<file path="config.mk">
export PLATFORM = sky130hd
export DESIGN_NAME = hbs_datapath
export DESIGN_NICKNAME = d
export VERILOG_FILES = /design/src/sv/hbs_pkg.sv /design/src/sv/hbs_datapath.sv
export SDC_FILE = /design/constraint.sdc
export NUM_CORES = 2
export LEC_CHECK = 0
export BUFFER_PORTS_ARGS = -buffer_cell sky130_fd_sc_hd__clkbuf_2
export CELL_PAD_IN_SITES_DETAIL_PLACEMENT = 1
export CELL_PAD_IN_SITES_GLOBAL_PLACEMENT = 2
export CORE_UTILIZATION = 38
export DETAILED_ROUTE_END_ITERATION = 8
export PLACE_DENSITY = 0.76
export SETUP_SLACK_MARGIN = 0.3
export SLEW_MARGIN = 20
export SYNTH_ARGS = -nofsm -noshare
export SYNTH_HDL_FRONTEND = slang
export SYNTH_SLANG_ARGS = --single-unit
</file>
<file path="constraint.sdc">
create_clock -name clock -period 10.5 [get_ports clock]
set_input_delay 2.1 -clock clock [delete_from_list [all_inputs] [get_ports clock]]
set_output_delay 2.1 -clock clock [all_outputs]
set_load 0.05 [all_outputs]
</file>
<file path="src/sv/hbs_pkg.sv">
// hbs_pkg: shared types and constants of the height map bilinear sampler
// no dependencies; imported by the controller, the datapath and the top level

package hbs_pkg;

   localparam int RES_W     = 7;
   localparam int COORD_W   = 18;
   localparam int UCOORD_W  = 17;
   localparam int FRAC_W    = 16;
   localparam int HEIGHT_W  = 16;
   localparam int INDEX_W   = 12;
   localparam int BASE_W    = 14;
   localparam int ACC_H_W   = 32;
   localparam int ACC_V_W   = 48;

   localparam logic [RES_W-1:0]    RES_RESET = 7'd64;
   localparam logic [UCOORD_W-1:0] COORD_ONE = 17'h10000;

   localparam logic KIND_WRITE = 1'b0;
   localparam logic KIND_QUERY = 1'b1;

   typedef enum logic [3:0] {
      ST_IDLE,
      ST_SCALE,
      ST_BASE,
      ST_RD00,
      ST_RD10,
      ST_RD01,
      ST_RD11,
      ST_ROW1,
      ST_VSUM,
      ST_DONE
   } state_type;

   typedef enum logic [1:0] {
      CORNER_00,
      CORNER_10,
      CORNER_01,
      CORNER_11
   } corner_type;

   typedef struct packed {
      logic       wr_en;
      logic       load_query;
      logic       scale;
      logic       base;
      logic       rd_en;
      corner_type corner;
      logic       h_first;
      logic       h_add;
      logic       v_first;
      logic       v_add;
      logic       out_load;
   } cmd_type;

   function automatic logic [UCOORD_W-1:0] clamp_coord(input logic signed [COORD_W-1:0] c);
      logic [UCOORD_W-1:0] r;
      if (c < 0) begin
         r = '0;
      end else if (c > $signed({1'b0, COORD_ONE})) begin
         r = COORD_ONE;
      end else begin
         r = c[UCOORD_W-1:0];
      end
      return r;
   endfunction

endpackage

</file>
<file path="src/sv/hbs_datapath.sv">
// hbs_datapath: coordinate scaling, sample addressing, blend accumulators
// depends on hbs_pkg; driven by hbs_ctrl, talks to the sample ram

module hbs_datapath
   import hbs_pkg::*;
#(
   parameter int MAX_RES = 64
) (
   input  logic                                 clock,
   input  logic                                 reset,
   input  cmd_type                              cmd,
   input  logic                                 csr_we,
   input  logic [RES_W-1:0]                     csr_wdata,
   input  logic [INDEX_W-1:0]                   req_sample_index,
   input  logic [HEIGHT_W-1:0]                  req_sample_value,
   input  logic signed [COORD_W-1:0]            req_coord_u,
   input  logic signed [COORD_W-1:0]            req_coord_v,
   output logic                                 mem_we,
   output logic [$clog2(MAX_RES*MAX_RES)-1:0]   mem_addr,
   output logic [HEIGHT_W-1:0]                  mem_wdata,
   input  logic [HEIGHT_W-1:0]                  mem_rdata,
   output logic [HEIGHT_W-1:0]                  rsp_height
);

   localparam int DEPTH = MAX_RES * MAX_RES;
   localparam int AW    = $clog2(DEPTH);

   logic [RES_W-1:0]    res_ff;
   logic [RES_W-1:0]    res_eff;
   logic [RES_W-1:0]    last;
   logic [UCOORD_W-1:0] u_ff, v_ff;
   logic [RES_W-1:0]    x0_ff, z0_ff, x1_ff;
   logic [FRAC_W-1:0]   tx_ff, tz_ff;
   logic [BASE_W-1:0]   base0_ff, base1_ff;
   logic [ACC_H_W-1:0]  acc_h_ff, acc_h_in;
   logic [ACC_V_W-1:0]  acc_v_ff, acc_v_in;
   logic [HEIGHT_W-1:0] height_ff, height_in;

   logic [23:0]          xs, zs;
   logic [RES_W:0]       x0p1, z0p1;
   logic [RES_W-1:0]     x1, z1;
   logic [BASE_W-1:0]    rd_base;
   logic [RES_W-1:0]     rd_col;
   logic [BASE_W-1:0]    rd_addr14;
   logic [31:0]          rd_ext, wr_ext;
   logic [UCOORD_W-1:0]  wx0, wz0, wx_sel, wz_sel;
   logic [32:0]          h_prod;
   logic [48:0]          v_prod;
   logic [48:0]          rounded;

   // resolution register and its saturation to the grid size
   always_ff @(posedge clock) begin
      if (reset) begin
         res_ff <= RES_RESET;
      end else if (csr_we) begin
         res_ff <= csr_wdata;
      end
   end

   always_comb begin
      if (32'(res_ff) > MAX_RES) begin
         res_eff = RES_W'(MAX_RES);
      end else begin
         res_eff = res_ff;
      end
   end

   assign last = res_eff - 7'd1;

   // scaling
   assign xs = {7'd0, u_ff} * {17'd0, last};
   assign zs = {7'd0, v_ff} * {17'd0, last};

   // upper neighbors clamped to the last row or column
   assign x0p1 = {1'b0, x0_ff} + 8'd1;
   assign z0p1 = {1'b0, z0_ff} + 8'd1;
   assign x1   = (x0p1 < {1'b0, last}) ? x0p1[RES_W-1:0] : last;
   assign z1   = (z0p1 < {1'b0, last}) ? z0p1[RES_W-1:0] : last;

   always_ff @(posedge clock) begin
      if (cmd.load_query) begin
         u_ff <= clamp_coord(req_coord_u);
         v_ff <= clamp_coord(req_coord_v);
      end
      if (cmd.scale) begin
         x0_ff <= xs[FRAC_W+RES_W-1:FRAC_W];
         z0_ff <= zs[FRAC_W+RES_W-1:FRAC_W];
         tx_ff <= xs[FRAC_W-1:0];
         tz_ff <= zs[FRAC_W-1:0];
      end
      if (cmd.base) begin
         x1_ff    <= x1;
         base0_ff <= {7'd0, z0_ff} * {7'd0, res_eff};
         base1_ff <= {7'd0, z1} * {7'd0, res_eff};
      end
   end

   // memory addressing
   always_comb begin
      case (cmd.corner)
         CORNER_00: begin
            rd_base = base0_ff;
            rd_col  = x0_ff;
         end
         CORNER_10: begin
            rd_base = base0_ff;
            rd_col  = x1_ff;
         end
         CORNER_01: begin
            rd_base = base1_ff;
            rd_col  = x0_ff;
         end
         CORNER_11: begin
            rd_base = base1_ff;
            rd_col  = x1_ff;
         end
         default: begin
            rd_base = base0_ff;
            rd_col  = x0_ff;
         end
      endcase
   end

   assign rd_addr14 = rd_base + {7'd0, rd_col};
   assign rd_ext    = 32'(rd_addr14);
   assign wr_ext    = 32'(req_sample_index);

   assign mem_we    = cmd.wr_en && (wr_ext < DEPTH);
   assign mem_addr  = cmd.rd_en ? rd_ext[AW-1:0] : wr_ext[AW-1:0];
   assign mem_wdata = req_sample_value;

   // horizontal then vertical blends
   assign wx0    = COORD_ONE - {1'b0, tx_ff};
   assign wz0    = COORD_ONE - {1'b0, tz_ff};
   assign wx_sel = cmd.h_first ? wx0 : {1'b0, tx_ff};
   assign wz_sel = cmd.v_first ? wz0 : {1'b0, tz_ff};

   assign h_prod = {17'd0, mem_rdata} * {16'd0, wx_sel};
   assign v_prod = {17'd0, acc_h_ff} * {32'd0, wz_sel};

   always_comb begin
      acc_h_in = acc_h_ff;
      if (cmd.h_first) begin
         acc_h_in = h_prod[ACC_H_W-1:0];
      end else if (cmd.h_add) begin
         acc_h_in = acc_h_ff + h_prod[ACC_H_W-1:0];
      end
   end

   always_comb begin
      acc_v_in = acc_v_ff;
      if (cmd.v_first) begin
         acc_v_in = v_prod[ACC_V_W-1:0];
      end else if (cmd.v_add) begin
         acc_v_in = acc_v_ff + v_prod[ACC_V_W-1:0];
      end
   end

   // round to nearest unorm16
   assign rounded   = {1'b0, acc_v_ff} + 49'h0_8000_0000;
   assign height_in = (res_eff == '0) ? '0 : rounded[ACC_V_W-1:ACC_V_W-HEIGHT_W];

   always_ff @(posedge clock) begin
      acc_h_ff <= acc_h_in;
      acc_v_ff <= acc_v_in;
      if (cmd.out_load) begin
         height_ff <= height_in;
      end
   end

   assign rsp_height = height_ff;

endmodule

</file>
==> flow_metrics.tcl <==
set metrics [dict create \
    max_slew_margin 0.308 \
    yosys.area.top_type "fa_1" \
    fmax_mhz 101 \
    crit_buf_inv 10 \
    reg2reg_to "acc_h_ff[31]" \
    hold_viol_final 0 \
    postSynthAreaPerCell_um2 8.91 \
    yosys_warnings 0 \
    yosysSeqAreaShare 0.129 \
    rows 131 \
    syn_to_final_growth_pct 12.9 \
    gp_congestion 0.834 \
    synth_common_cells "1059 x inv_1, 939 x nand2_1, 850 x fa_1, 457 x ha_1, 369 x and2_1" \
    r2r-start "tx_ff[3]" \
    max-cap-violations 0 \
    grt_pass1_vias 40800 \
    wire_per_inst_um 17.8 \
    synth_edf_count 207 \
    yosysTopAreaCellShare 0.346 \
    reg2reg_depth 35 \
    cpPeakStageDelay_ns 0.56 \
    layout-drive-gt1-share 0.114 \
    initial_core_util 0.385 \
    synth_cell_types 82 \
    rsz0062_at_grt "true" \
    grt_usage 0.204 \
    grt_max_degree 63 \
    clock_path_buffers 3 \
    drt-initial-drc-count 1284 \
    synth_area_um2 49200 \
    yosys.area_share.simple 0.163 \
    worst_slack_ns 0.603 \
    ant_nets 0 \
    min_path_cells 2 \
    io_buffers 112 \
    critPathMaxFanout 11 \
    clock_latency_ns 0.63 \
    synth_adder_area_share 0.462 \
    crit_type "in -> reg" \
    async_flop_share 0 \
    endpoint_kind "register" \
    synth_most_common_cell "inv_1" \
    dpl.hpwl_um 108000 \
    dieArea_um2 131000 \
    pre_cts_slack_ns -0.467 \
    ioPinCount 147 \
    syn_nets 6937 \
    synthMuxAreaShare 0.0127 \
    syn_inst 5528 \
    cpLargestDelayFamily "adder cells" \
    min_path_type "reg -> reg" \
    finalCritPeriodShare 0.943 \
    slew_violations 0 \
    startpoint "cmd[2]" \
    min_from "res_ff[1]" \
    htree_levels 1 \
    grt_pass1_wl_um 216000 \
    drt-total-wl_um 134000 \
    via_count 37400 \
    tightest_slew_ns 1.04 \
    ys_ff_latch 214 \
    cp_slowest_cell "fa_1" \
    tritoncts "yes" \
    setup_violations 0 \
    worstPathArrival_ns 10.27 \
    gr-total-overflow 0 \
    clock-sinks 214 \
    synth_compound_area_frac 0.0824 \
    antenna_found_initial 0 \
    synthTopCellsByArea "fa_1 35%, edfxtp_1 13%, ha_1 12%" \
    synth_top_family_by_area "adder cells" \
    synthXorXnorAreaFrac 0.0502 \
    drc 0 \
    die_h_um 362 \
    status "finished clean" \
    die-width_um 362 \
    r2r_setup_slack_ns 0.79 \
    startpoint_type "input pin" \
    hold_end "res_ff[1]" \
    path_clk_slew_ns 0.06 \
    worstPathRequired_ns 10.87 \
    core-area_um2 128000 \
    vias_per_cell 4.98 \
    finalCriticalPeriod_ns 9.90 \
    cp_common_cell "fa_1" \
    numCtsBuffers 29 \
    yosys_most_used_dff "edfxtp_1" \
    fillers 14800 \
    nNetsFinal 7163 \
    drt-pass1-iter-count 4 \
    clock_skew_ns 0.0237 \
    cts-root-buf "clkbuf_16" \
]
[timing repair]
action	4_1_cts	5_1_grt
setup endpoints to repair	9	20
gates cloned	0	5
resized for setup	5	110
hold buffers	0	0
pin swaps	1	62
buffers inserted	1	31
endpoints found under the hold margin	0	0
[cell families (layout without fill, tap and decap cells)]
group	count (synthesis)	count (layout)
AO/OA/AOI/OAI	639	639
XOR/XNOR	282	282
adder cells (fa/ha/maj)	1307	1307
buffers and inverters	1308	1557
flip-flops	214	214
multiplexers	57	57
other	0	1
AND/OR/NAND/NOR	1721	1721
[metal layers]
| metal | track usage | wire (um) | vias up |
|---|---|---|---|
| met3 | 0.0122 | 2570 | 149 |
| met1 | 0.264 | 59300 | 19300 |
| met2 | 0.373 | 69000 | 355 |
| met4 | 0.0444 | 2960 | 0 |
| met5 | 0 | 0 | - |
| li1 | - | - | 17500 |
[sequential cells by signal, indices dropped and copies added, names as in the netlist]
name,flops
acc_h_ff,32
tz_ff,16
tx_ff,16
base0_ff,12
x1_ff,7
z0_ff,7
acc_v_ff,48
v_ff,17
u_ff,17
res_ff,7
base1_ff,12
x0_ff,7
rsp_height,16
[worst reg2reg max path, delay by kind of cell (launching register included)]
kind / cells / cell delay (ns)
buf+inv: 4 / 0.34
compound gates: 8 / 1.40
flops: 1 / 0.49
xor+xnor: 3 / 0.46
fa+ha+maj: 8 / 3.53
simple gates: 12 / 3.27
[worst max path at each step]
stage | endpoint | slack [ns] | depth (start not counted)
6_report | acc_v_ff[46] | 0.60 | 36
4_1_cts | acc_h_ff[31] | 0.30 | 35
5_1_grt | acc_v_ff[45] | 0.25 | 40
3_3_place_gp | acc_v_ff[42] | -0.37 | 35
2_1_floorplan | acc_v_ff[46] | 0.32 | 39
3_5_place_dp | acc_v_ff[42] | -0.47 | 35
[cells in the final DEF (no fill, tap or decap), drive strengths merged, types with 47 or more instances in the layout]
| cell type | count |
|---|---|
| xnor2 | 190 |
| xor2 | 92 |
| buf | 328 |
| nand2 | 939 |
| a21o | 92 |
| o21ai | 163 |
| nand2b | 50 |
| fa | 850 |
| and2 | 369 |
| clkbuf | 154 |
| nor2b | 47 |
| edfxtp | 207 |
| a21oi | 195 |
| ha | 457 |
| nor2 | 151 |
| inv | 1062 |
[stage by stage]
step | area [um^2] | util | cells | hold WS [ns] | TNS (ns)
floorplan | 49400 | - | 5528 | 0.452 | 0
global placement | 53600 | 0.419 | 7415 | 0.487 | -2.61
detailed placement | 53600 | 0.419 | 7415 | 0.498 | -4.52
CTS | 54600 | 0.427 | 7470 | 0.515 | 0
global route | 55600 | 0.434 | 7506 | 0.536 | 0
finish | 55600 | 0.434 | 7507 | 0.506 | 0
[area by class of cell]
type / count / area (um^2) / area share
Multi-Input combinational cell: 4006 / 38700 / 0.696
Sequential cell: 214 / 6360 / 0.114
Inverter: 1060 / 3980 / 0.0716
Timing Repair Buffer: 443 / 3400 / 0.0613
Tap cell: 1729 / 2160 / 0.0389
Clock buffer: 39 / 847 / 0.0152
Clock inverter: 15 / 138 / 0.00248
Antenna cell: 1 / 2.50 / 0.0000450
Power is not shown: default switching activity piles up to over one toggle a cycle in this logic, so the estimate is an artifact.
