==> src/sv/hbs_pkg.sv <==
// hbs_pkg: shared types and constants of the height map bilinear sampler
// no dependencies; imported by the controller, the datapath and the top level

package hbs_pkg;

   localparam int RES_W     = 7;
   localparam int COORD_W   = 18;
   localparam int UCOORD_W  = 17;
   localparam int FRAC_W    = 16;
   localparam int HEIGHT_W  = 16;
   localparam int INDEX_W   = 12;
   localparam int BASE_W    = 14;
   localparam int ACC_H_W   = 32;
   localparam int ACC_V_W   = 48;

   localparam logic [RES_W-1:0]    RES_RESET = 7'd64;
   localparam logic [UCOORD_W-1:0] COORD_ONE = 17'h10000;

   localparam logic KIND_WRITE = 1'b0;
   localparam logic KIND_QUERY = 1'b1;

   typedef enum logic [3:0] {
      ST_IDLE,
      ST_SCALE,
      ST_BASE,
      ST_RD00,
      ST_RD10,
      ST_RD01,
      ST_RD11,
      ST_ROW1,
      ST_VSUM,
      ST_DONE
   } state_type;

   typedef enum logic [1:0] {
      CORNER_00,
      CORNER_10,
      CORNER_01,
      CORNER_11
   } corner_type;

   typedef struct packed {
      logic       wr_en;
      logic       load_query;
      logic       scale;
      logic       base;
      logic       rd_en;
      corner_type corner;
      logic       h_first;
      logic       h_add;
      logic       v_first;
      logic       v_add;
      logic       out_load;
   } cmd_type;

   function automatic logic [UCOORD_W-1:0] clamp_coord(input logic signed [COORD_W-1:0] c);
      logic [UCOORD_W-1:0] r;
      if (c < 0) begin
         r = '0;
      end else if (c > $signed({1'b0, COORD_ONE})) begin
         r = COORD_ONE;
      end else begin
         r = c[UCOORD_W-1:0];
      end
      return r;
   endfunction

endpackage

==> src/sv/hbs_ctrl.sv <==
// hbs_ctrl: sequencer of the height map bilinear sampler
// depends on hbs_pkg; drives the datapath with a command struct, owns the handshakes

module hbs_ctrl
   import hbs_pkg::*;
(
   input  logic    clock,
   input  logic    reset,
   input  logic    req_valid,
   output logic    req_ready,
   input  logic    req_kind,
   output logic    rsp_valid,
   input  logic    rsp_ready,
   output cmd_type cmd
);

   state_type state_ff, state_in;
   logic      rsp_valid_ff, rsp_valid_in;

   always_comb begin
      state_in = state_ff;
      case (state_ff)
         ST_IDLE: begin
            if (req_valid && req_kind == KIND_QUERY) begin
               state_in = ST_SCALE;
            end
         end
         ST_SCALE: state_in = ST_BASE;
         ST_BASE:  state_in = ST_RD00;
         ST_RD00:  state_in = ST_RD10;
         ST_RD10:  state_in = ST_RD01;
         ST_RD01:  state_in = ST_RD11;
         ST_RD11:  state_in = ST_ROW1;
         ST_ROW1:  state_in = ST_VSUM;
         ST_VSUM:  state_in = ST_DONE;
         ST_DONE: begin
            if (!rsp_valid_ff || rsp_ready) begin
               state_in = ST_IDLE;
            end
         end
         default:  state_in = ST_IDLE;
      endcase
   end

   always_comb begin
      cmd       = '0;
      req_ready = 1'b0;
      case (state_ff)
         ST_IDLE: begin
            req_ready      = 1'b1;
            cmd.wr_en      = req_valid && req_kind == KIND_WRITE;
            cmd.load_query = req_valid && req_kind == KIND_QUERY;
         end
         ST_SCALE: cmd.scale = 1'b1;
         ST_BASE:  cmd.base  = 1'b1;
         ST_RD00: begin
            cmd.rd_en  = 1'b1;
            cmd.corner = CORNER_00;
         end
         ST_RD10: begin
            cmd.rd_en   = 1'b1;
            cmd.corner  = CORNER_10;
            cmd.h_first = 1'b1;
         end
         ST_RD01: begin
            cmd.rd_en  = 1'b1;
            cmd.corner = CORNER_01;
            cmd.h_add  = 1'b1;
         end
         ST_RD11: begin
            cmd.rd_en   = 1'b1;
            cmd.corner  = CORNER_11;
            cmd.h_first = 1'b1;
            cmd.v_first = 1'b1;
         end
         ST_ROW1:  cmd.h_add = 1'b1;
         ST_VSUM:  cmd.v_add = 1'b1;
         ST_DONE:  cmd.out_load = !rsp_valid_ff || rsp_ready;
         default: begin
            cmd       = '0;
            req_ready = 1'b0;
         end
      endcase
   end

   assign rsp_valid_in = cmd.out_load || (rsp_valid_ff && !rsp_ready);

   always_ff @(posedge clock) begin
      if (reset) begin
         state_ff     <= ST_IDLE;
         rsp_valid_ff <= 1'b0;
      end else begin
         state_ff     <= state_in;
         rsp_valid_ff <= rsp_valid_in;
      end
   end

   assign rsp_valid = rsp_valid_ff;

endmodule

==> config.mk <==
export PLATFORM = sky130hd
export DESIGN_NAME = hbs_ctrl
export DESIGN_NICKNAME = d
export VERILOG_FILES = /design/src/sv/hbs_pkg.sv /design/src/sv/hbs_ctrl.sv
export SDC_FILE = /design/constraint.sdc
export NUM_CORES = 1
export LEC_CHECK = 0
export BUFFER_PORTS_ARGS = -buffer_cell sky130_fd_sc_hd__buf_2
export CAP_MARGIN = 20
export CORE_UTILIZATION = 25
export CTS_CLUSTER_SIZE = 12
export DETAILED_ROUTE_END_ITERATION = 6
export GPL_TIMING_DRIVEN = 0
export PLACE_DENSITY = 0.5
export SKIP_LAST_GASP = 1
export SLEW_MARGIN = 0
export SYNTH_ARGS = -nofsm -noshare
export SYNTH_HDL_FRONTEND = slang
export SYNTH_SLANG_ARGS = --single-unit
==> constraint.sdc <==
create_clock -name clock -period 1.1 [get_ports clock]
set_input_delay 0.22 -clock clock [delete_from_list [all_inputs] [get_ports clock]]
set_output_delay 0.22 -clock clock [all_outputs]
set_load 0.1 [all_outputs]
==> results of run 1 <==
==> final cells by class <==
class                           count  share of cell area
Tap cell                           14             0.01754
Clock buffer                        4             0.02632
Multi-Input combinational cell     32              0.3609
Timing Repair Buffer               33              0.4348
Inverter                            1            0.003759
Buffer                              2             0.04010
Sequential cell                     5              0.1165
==> cell families (layout without fill, tap and decap cells) <==
family	after synthesis	after routing	synth area share
simple gates	24	24	0.4197
compound gates	6	6	0.1314
flops	5	5	0.2920
buf+inv	5	40	0.1058
xor+xnor	2	2	0.05110
==> power by group through the flow <==
stage	combinational, uW	sequential, uW	clock (uW)
2_1_floorplan	663	219	0
3_3_place_gp	748	220	0
3_5_place_dp	747	221	0
4_1_cts	1130	224	221
5_1_grt	1290	257	240
6_report	1240	255	222
==> worst max path at each step <==
stage / start / endpoint / slack [ns] / cells after the start
floorplan: state_ff[2]$_SDFFE_PP0P_ / cmd[11] / -1.48 / 4
global placement: state_ff[2]$_SDFFE_PP0P_ / cmd[11] / -0.54 / 5
detailed placement: state_ff[2]$_SDFFE_PP0P_ / cmd[11] / -0.54 / 5
CTS: state_ff[1]$_SDFFE_PP0P_ / cmd[11] / -0.55 / 5
global route: state_ff[3]$_SDFFE_PP0P_ / cmd[11] / -0.59 / 4
finish: state_ff[3]$_SDFFE_PP0P_ / cmd[10] / -0.52 / 3
==> repair_timing <==
action / in CTS / in global routing
endpoints found under the setup margin: 16 / 16
gates resized for setup: 60 / 20
pin swaps: 6 / 13
buffers inserted: 8 / 7
cloned: 1 / 0
==> routing by layer <==
layer / part of all wire / GRT usage / vias to the layer above / wire length [um]
met3: 0.039 / 0.07514 / 0 / 48
met2: 0.55 / 0.3167 / 13 / 690
li1: - / - / 218 / -
met1: 0.41 / 0.2034 / 191 / 506
met5: 0 / 0 / - / 0
met4: 0 / 0.02586 / 0 / 0
==> registers in the layout (all words and copies together), names as in the netlist <==
signal / count
rsp_valid: 1
state_ff: 4
==> metrics by stage <==
stage,instance area [um2],power (uW)
after global placement,538.0,968.9
final,998.5,1722
after global routing,998.5,1786
after CTS,892.1,1576
after floorplan,430.4,881.9
after detailed placement,538.0,967.7
==> placed cells by master (no fill, tap or decap), drive strengths merged <==
cell,n
nor4b,2
nand2b,2
nor2,8
o21a,1
dfxtp,5
buf,35
or3b,1
nor4,1
xor2,1
inv,1
nor3,2
xnor2,1
and2,1
clkbuf,4
o211a,1
a21oi,3
nor2b,1
o21ai,1
and3,2
nand3,1
nand2,3
==> flow_metrics.env, run 1 <==
export IMPL_status="finished with violations"
export IMPL_violations="negative setup slack"
export IMPL_cp_top_family="simple AND/OR/NAND/NOR gates"
export IMPL_grt_max_degree=9
export IMPL_synth_cell_type_count=22
export IMPL_maxCapViolCount=0
export IMPL_crit_path_start_kind="flip-flop"
export IMPL_fp_dieW_um=39.03
export IMPL_overflow=0
export IMPL_min_period_ns=1.621
export IMPL_period_share=1.474
export IMPL_ir_drop_uv=1346
export IMPL_critPathBufInv=1
export IMPL_io_pin_count=19
export IMPL_clkSinkCount=5
export IMPL_holdBufCountCts=0
export IMPL_synth_edf_count=0
export IMPL_p_per_area_nw_per_um2=1724
export IMPL_grt_use_total=0.1800
export IMPL_layout_drive_gt1_share=0.8571
export IMPL_fin_skew_ns=0.001003
export IMPL_path_max_fanout=6
export IMPL_coreArea_um2=1186
export IMPL_antenna_found_initial=0
export IMPL_slew_viol_final=0
export IMPL_syn2layout_area_growth_pct=191.2
export IMPL_yosysTopAreaCell="dfxtp_1"
export IMPL_finalHoldViolCount=0
export IMPL_r2r_start="state_ff[3]$_SDFFE_PP0P_"
export IMPL_reg2reg_depth=5
export IMPL_final_antenna_net_count=0
export IMPL_multi_input_area_um2=360.3
export IMPL_clock_root_buffer="clkbuf_4"
export IMPL_start_util=0.2890
export IMPL_grt_pass1_wl_mm=1.835
export IMPL_holdWs_ns=0.2248
export IMPL_rsz0062_at_grt="yes"
export IMPL_synth_area_top_cells="dfxtp_1, nor2_1, buf_6, nor4_4, a21oi_2"
export IMPL_cpPeakStageDelay_ns=0.37
export IMPL_die_area_um2=1523
export IMPL_pre_cts_ws_ns=-0.5366
export IMPL_htreeDepth=1
export IMPL_gp_congestion=0.6545
export IMPL_synth_most_common_cell="nor2_1"
export IMPL_synth_cells=42
export IMPL_avgSynthCellArea_um2=8.163
export IMPL_synth_cell_area_um2=342.8
export IMPL_crit_type="flip-flop to primary output"
export IMPL_p_leak_uw=0.0004038
export IMPL_clk_pin_slew_ns=0.05
export IMPL_holdPathStages=2
export IMPL_hold_class="primary input to flip-flop"
export IMPL_seqPwrFrac=0.148
export IMPL_grt_pass1_vias=397
export IMPL_nNetsFinal=83
export IMPL_internal_power_uw=893.4
export IMPL_switching_share=0.4812
export IMPL_cp_arrival_ns=1.40
export IMPL_slew_headroom=0.7930
export IMPL_clockBufferDepth=2
export IMPL_fmax_mhz=617.0
export IMPL_hpwl_um=610.7
export IMPL_slowest_stage="dfxtp_4"
export IMPL_clock_latency_ns=0.24
export IMPL_min_delay_start="reset"
export IMPL_drcViolationCount=0
export IMPL_synth_nets=47
export IMPL_synthArstFlopShare=0
export IMPL_setup_viol=15
export IMPL_drtPass1Iterations=4
export IMPL_drt_iter0_drc=5
export IMPL_path_cells="nor4_4, and3_4, buf_12"
export IMPL_reg2reg_slack_ns=-0.18
export IMPL_worst_pin_slew_ns=0.3082
export IMPL_viasPerCell=4.637
export IMPL_synth_ff_latch_count=5
export IMPL_r2r_end="state_ff[0]$_SDFFE_PP0P_"
export IMPL_synthTopCellsByCount="nor2_1, dfxtp_1, nand2_1"
export IMPL_setup_tns_ns=-5.619
export IMPL_clkPwrFrac=0.129
export IMPL_fill_cells=58
export IMPL_timing_final_ws_setup_ns=-0.5209
export IMPL_fin_util=0.8418
export IMPL_numCtsBuffers=3
export IMPL_required_ns=0.88
export IMPL_regArea_um2=116.4
export IMPL_ys_warn_count=0
export IMPL_die_h_um=39.03
export IMPL_cts_tree="built"
export IMPL_wl_mm=1.245
export IMPL_p_switching_uw=828.5
export IMPL_synth_top_cell_area_share=0.2920
export IMPL_dp_cells=74
export IMPL_final_cell_count_no_fill=91
export IMPL_holdPathEnd="state_ff[1]$_SDFFE_PP0P_"
export IMPL_ys_seq_area_frac=0.2920
export IMPL_row_count=12
export IMPL_wl_per_cell_um=13.68
export IMPL_cp_end_kind="primary output"
export IMPL_num_vias=422
export IMPL_p_comb_frac=0.723
export IMPL_antenna_cells=0
export IMPL_synth_flop_cell="dfxtp_1"
export IMPL_io_buffers=18
Note: power is estimated with default switching activity, not from simulation.
==> run 2, diff against run 1 <==
Settings changed: ABC_AREA set to 1.
==> run 2 against run 1 <==
The flow still finishes with violations (negative setup slack). Sequential share of layout area increased by 1.1 points. Global-route usage hardly changed. Cell area is 6.8% lower. Critical path type unchanged. Critical endpoint is now cmd[11]. Largest power group unchanged.
==> flow_metrics.env, run 2 <==
export IMPL_crit_type="flip-flop to primary output"
export IMPL_layout_common_cells="nor2_4, buf_12, buf_4"
export IMPL_grt_pass1_vias=438
export IMPL_synth_compound_area_share=0.04563
export IMPL_hpwl_um=668.5
export IMPL_period_share=1.358
export IMPL_start_util=0.2810
export IMPL_clk_pin_slew_ns=0.04
export IMPL_synth_flop_cell="dfxtp_1"
export IMPL_synth_fa_ha_area_frac=0
export IMPL_clkSinkCount=5
export IMPL_grtUsageMet2=0.3686
export IMPL_io_buffers=18
export IMPL_holdPathEnd="rsp_valid$_SDFF_PP0_"
export IMPL_wl_per_cell_um=10.77
export IMPL_die_h_um=38.28
export IMPL_cp_end_kind="primary output"
export IMPL_worst_pin_slew_ns=0.2016
export IMPL_synth_cells=57
export IMPL_synth_most_common_cell="nor2_1"
export IMPL_fin_skew_ns=0.005843
export IMPL_crit_path_start_kind="flip-flop"
export IMPL_largest_reg_flops=4
export IMPL_maxCapViolCount=0
export IMPL_holdBufCountCts=0
export IMPL_slew_viol_final=0
export IMPL_grt_use_total=0.1799
export IMPL_synthTopCellsByCount="nor2_1, inv_1, nand2_1"
export IMPL_synth_ff_latch_count=5
export IMPL_slowest_stage="dfxtp_4"
export IMPL_p_leak_uw=0.0003701
export IMPL_status="finished with violations"
export IMPL_rsz0062_at_grt="yes"
export IMPL_row_count=12
export IMPL_ys_warn_count=0
export IMPL_yosysTopAreaCell="dfxtp_1"
export IMPL_muxShareOfSynthArea=0
export IMPL_r2r_start="state_ff[1]$_SDFFE_PP0P_"
export IMPL_layout_drive_gt1_share=0.8000
export IMPL_setup_viol=15
export IMPL_path_max_fanout=3
export IMPL_io_pin_count=19
export IMPL_grt_max_degree=6
export IMPL_synth_top_cell_area_share=0.3042
export IMPL_num_vias=460
export IMPL_cts_tree="built"
export IMPL_min_period_ns=1.494
export IMPL_p_total_uw=1384
export IMPL_ir_drop_uv=1134
export IMPL_viasPerCell=4.423
export IMPL_synth_cell_type_count=12
export IMPL_p_per_area_nw_per_um2=1487
export IMPL_fill_cells=72
export IMPL_synth_edf_count=0
export IMPL_antenna_found_initial=0
export IMPL_htreeDepth=1
export IMPL_synth_cell_area_um2=329.1
export IMPL_violations="negative setup slack"
export IMPL_synth_xor_area_frac=0
export IMPL_syn2layout_area_growth_pct=182.9
export IMPL_clock_root_buffer="clkbuf_4"
export IMPL_timing_final_ws_setup_ns=-0.3939
export IMPL_clock_latency_ns=0.24
export IMPL_grtUsageMet3=0.06977
export IMPL_synth_area_top_cells="dfxtp_1, nor2_1, inv_1, nand2_1, nor2_2"
export IMPL_drcViolationCount=0
export IMPL_grt_pass1_wl_mm=1.759
export IMPL_antenna_cells=0
export IMPL_final_antenna_net_count=0
export IMPL_finalHoldViolCount=0
export IMPL_required_ns=0.88
export IMPL_reg2reg_depth=7
export IMPL_fp_dieW_um=38.28
export IMPL_clockBufferDepth=2
export IMPL_reg2reg_slack_ns=-0.04
export IMPL_wl_mm=1.120
export IMPL_globalRoute_busiestLayer="met2"
export IMPL_r2r_end="state_ff[3]$_SDFFE_PP0P_"
export IMPL_ys_seq_area_frac=0.3042
export IMPL_min_delay_start="reset"
export IMPL_nNetsFinal=96
export IMPL_path_cells="nor2_4, nand2_2, clkinvlp_4, nand2_2, nor2_4, buf_12"
export IMPL_drtPass1Iterations=2
export IMPL_synth_top_family_by_area="simple AND/OR/NAND/NOR gates"
export IMPL_numCtsBuffers=3
export IMPL_gp_congestion=0.7671
export IMPL_fmax_mhz=669.4
export IMPL_hold_class="primary input to flip-flop"
export IMPL_holdPathStages=2
export IMPL_slew_headroom=0.8659
export IMPL_fin_util=0.7949
export IMPL_avgSynthCellArea_um2=5.773
export IMPL_grt_util_met1=0.1625
export IMPL_synthArstFlopShare=0
export IMPL_cpPeakStageDelay_ns=0.36
export IMPL_synth_nets=62
export IMPL_drt_iter0_drc=3
export IMPL_coreArea_um2=1171
export IMPL_largest_register="state_ff"
export IMPL_synth_simple_area_share=0.5133
export IMPL_cp_arrival_ns=1.27
export IMPL_die_area_um2=1465
export IMPL_overflow=0
## run 2: cell types whose count changed in the layout (fill, tap and decap cells not counted), moves of 3 or more
cell and delta:
buf_6 -6, nor2_1 +4, nor3_4 +3, inv_4 +4, nor2_2 +3, nor2_4 +6, nand2_2 +4, nand2_1 +3
inv_1 +3
## run 2: logic make-up after synthesis
logic type | after synthesis
buffers and inverters | 12
DFF | 5
and+or+nand+nor | 37
AOI/OAI and AO/OA | 3
## run 2: per-layer routing
layer	share of wire	up-vias	routed length, um
li1	-	237	-
met1	0.36	207	406
met2	0.59	16	659
met3	0.048	0	54
met4	0	0	0
met5	0	-	0
## run 2: report_power, final
| group | total, uW | switching (uW) | internal, uW |
|---|---|---|---|
| combinational | 945 | 595 | 350 |
| clock | 209 | 72.3 | 137 |
| sequential | 230 | 32.1 | 198 |
## run 2: metrics by stage
step	worst slack, ns	hold WS (ns)	TNS, ns	cells	area, um2
floorplan	-0.6785	0.2794	-5.246	57	480.5
global placement	-0.3775	0.4416	-3.679	89	588.1
detailed placement	-0.3813	0.4469	-3.683	89	588.1
CTS	-0.3947	0.1937	-4.308	104	924.6
global route	-0.4451	0.2006	-5.228	104	930.9
finish	-0.3939	0.2000	-4.350	104	930.9
## run 2: worst max path at each step
| stage | startpoint | to | slack [ns] | depth (start not counted) |
|---|---|---|---|---|
| final | state_ff[2]$_SDFFE_PP0P_ | cmd[11] | -0.39 | 6 |
| after detailed placement | state_ff[0]$_SDFFE_PP0P_ | cmd[11] | -0.38 | 6 |
| after floorplan | state_ff[0]$_SDFFE_PP0P_ | cmd[11] | -0.68 | 5 |
| after global placement | state_ff[1]$_SDFFE_PP0P_ | cmd[11] | -0.38 | 6 |
| after global routing | state_ff[1]$_SDFFE_PP0P_ | cmd[11] | -0.45 | 6 |
| after CTS | state_ff[3]$_SDFFE_PP0P_ | cmd[11] | -0.39 | 6 |
## run 2: worst max-delay path: cells and delay by family, from the launching register on
kind | cells | cell delay (ns)
simple gates | 4 | 0.41
flops | 1 | 0.36
buf+inv | 2 | 0.27
## run 2: layout make-up
cell class                      count  area (um2)  area share
Clock buffer                        4       26.28     0.02823
Tap cell                           14       17.52     0.01882
Sequential cell                     5       118.9      0.1277
Inverter                           12       62.56     0.06720
Timing Repair Buffer               29       374.1      0.4019
Multi-Input combinational cell     40       331.6      0.3562
## run 2: what timing repair did
item / in CTS / in global routing
pin swaps: 12 / 3
gates resized for setup: 61 / 2
setup buffers: 11 / 0
setup endpoints to repair: 14 / 17
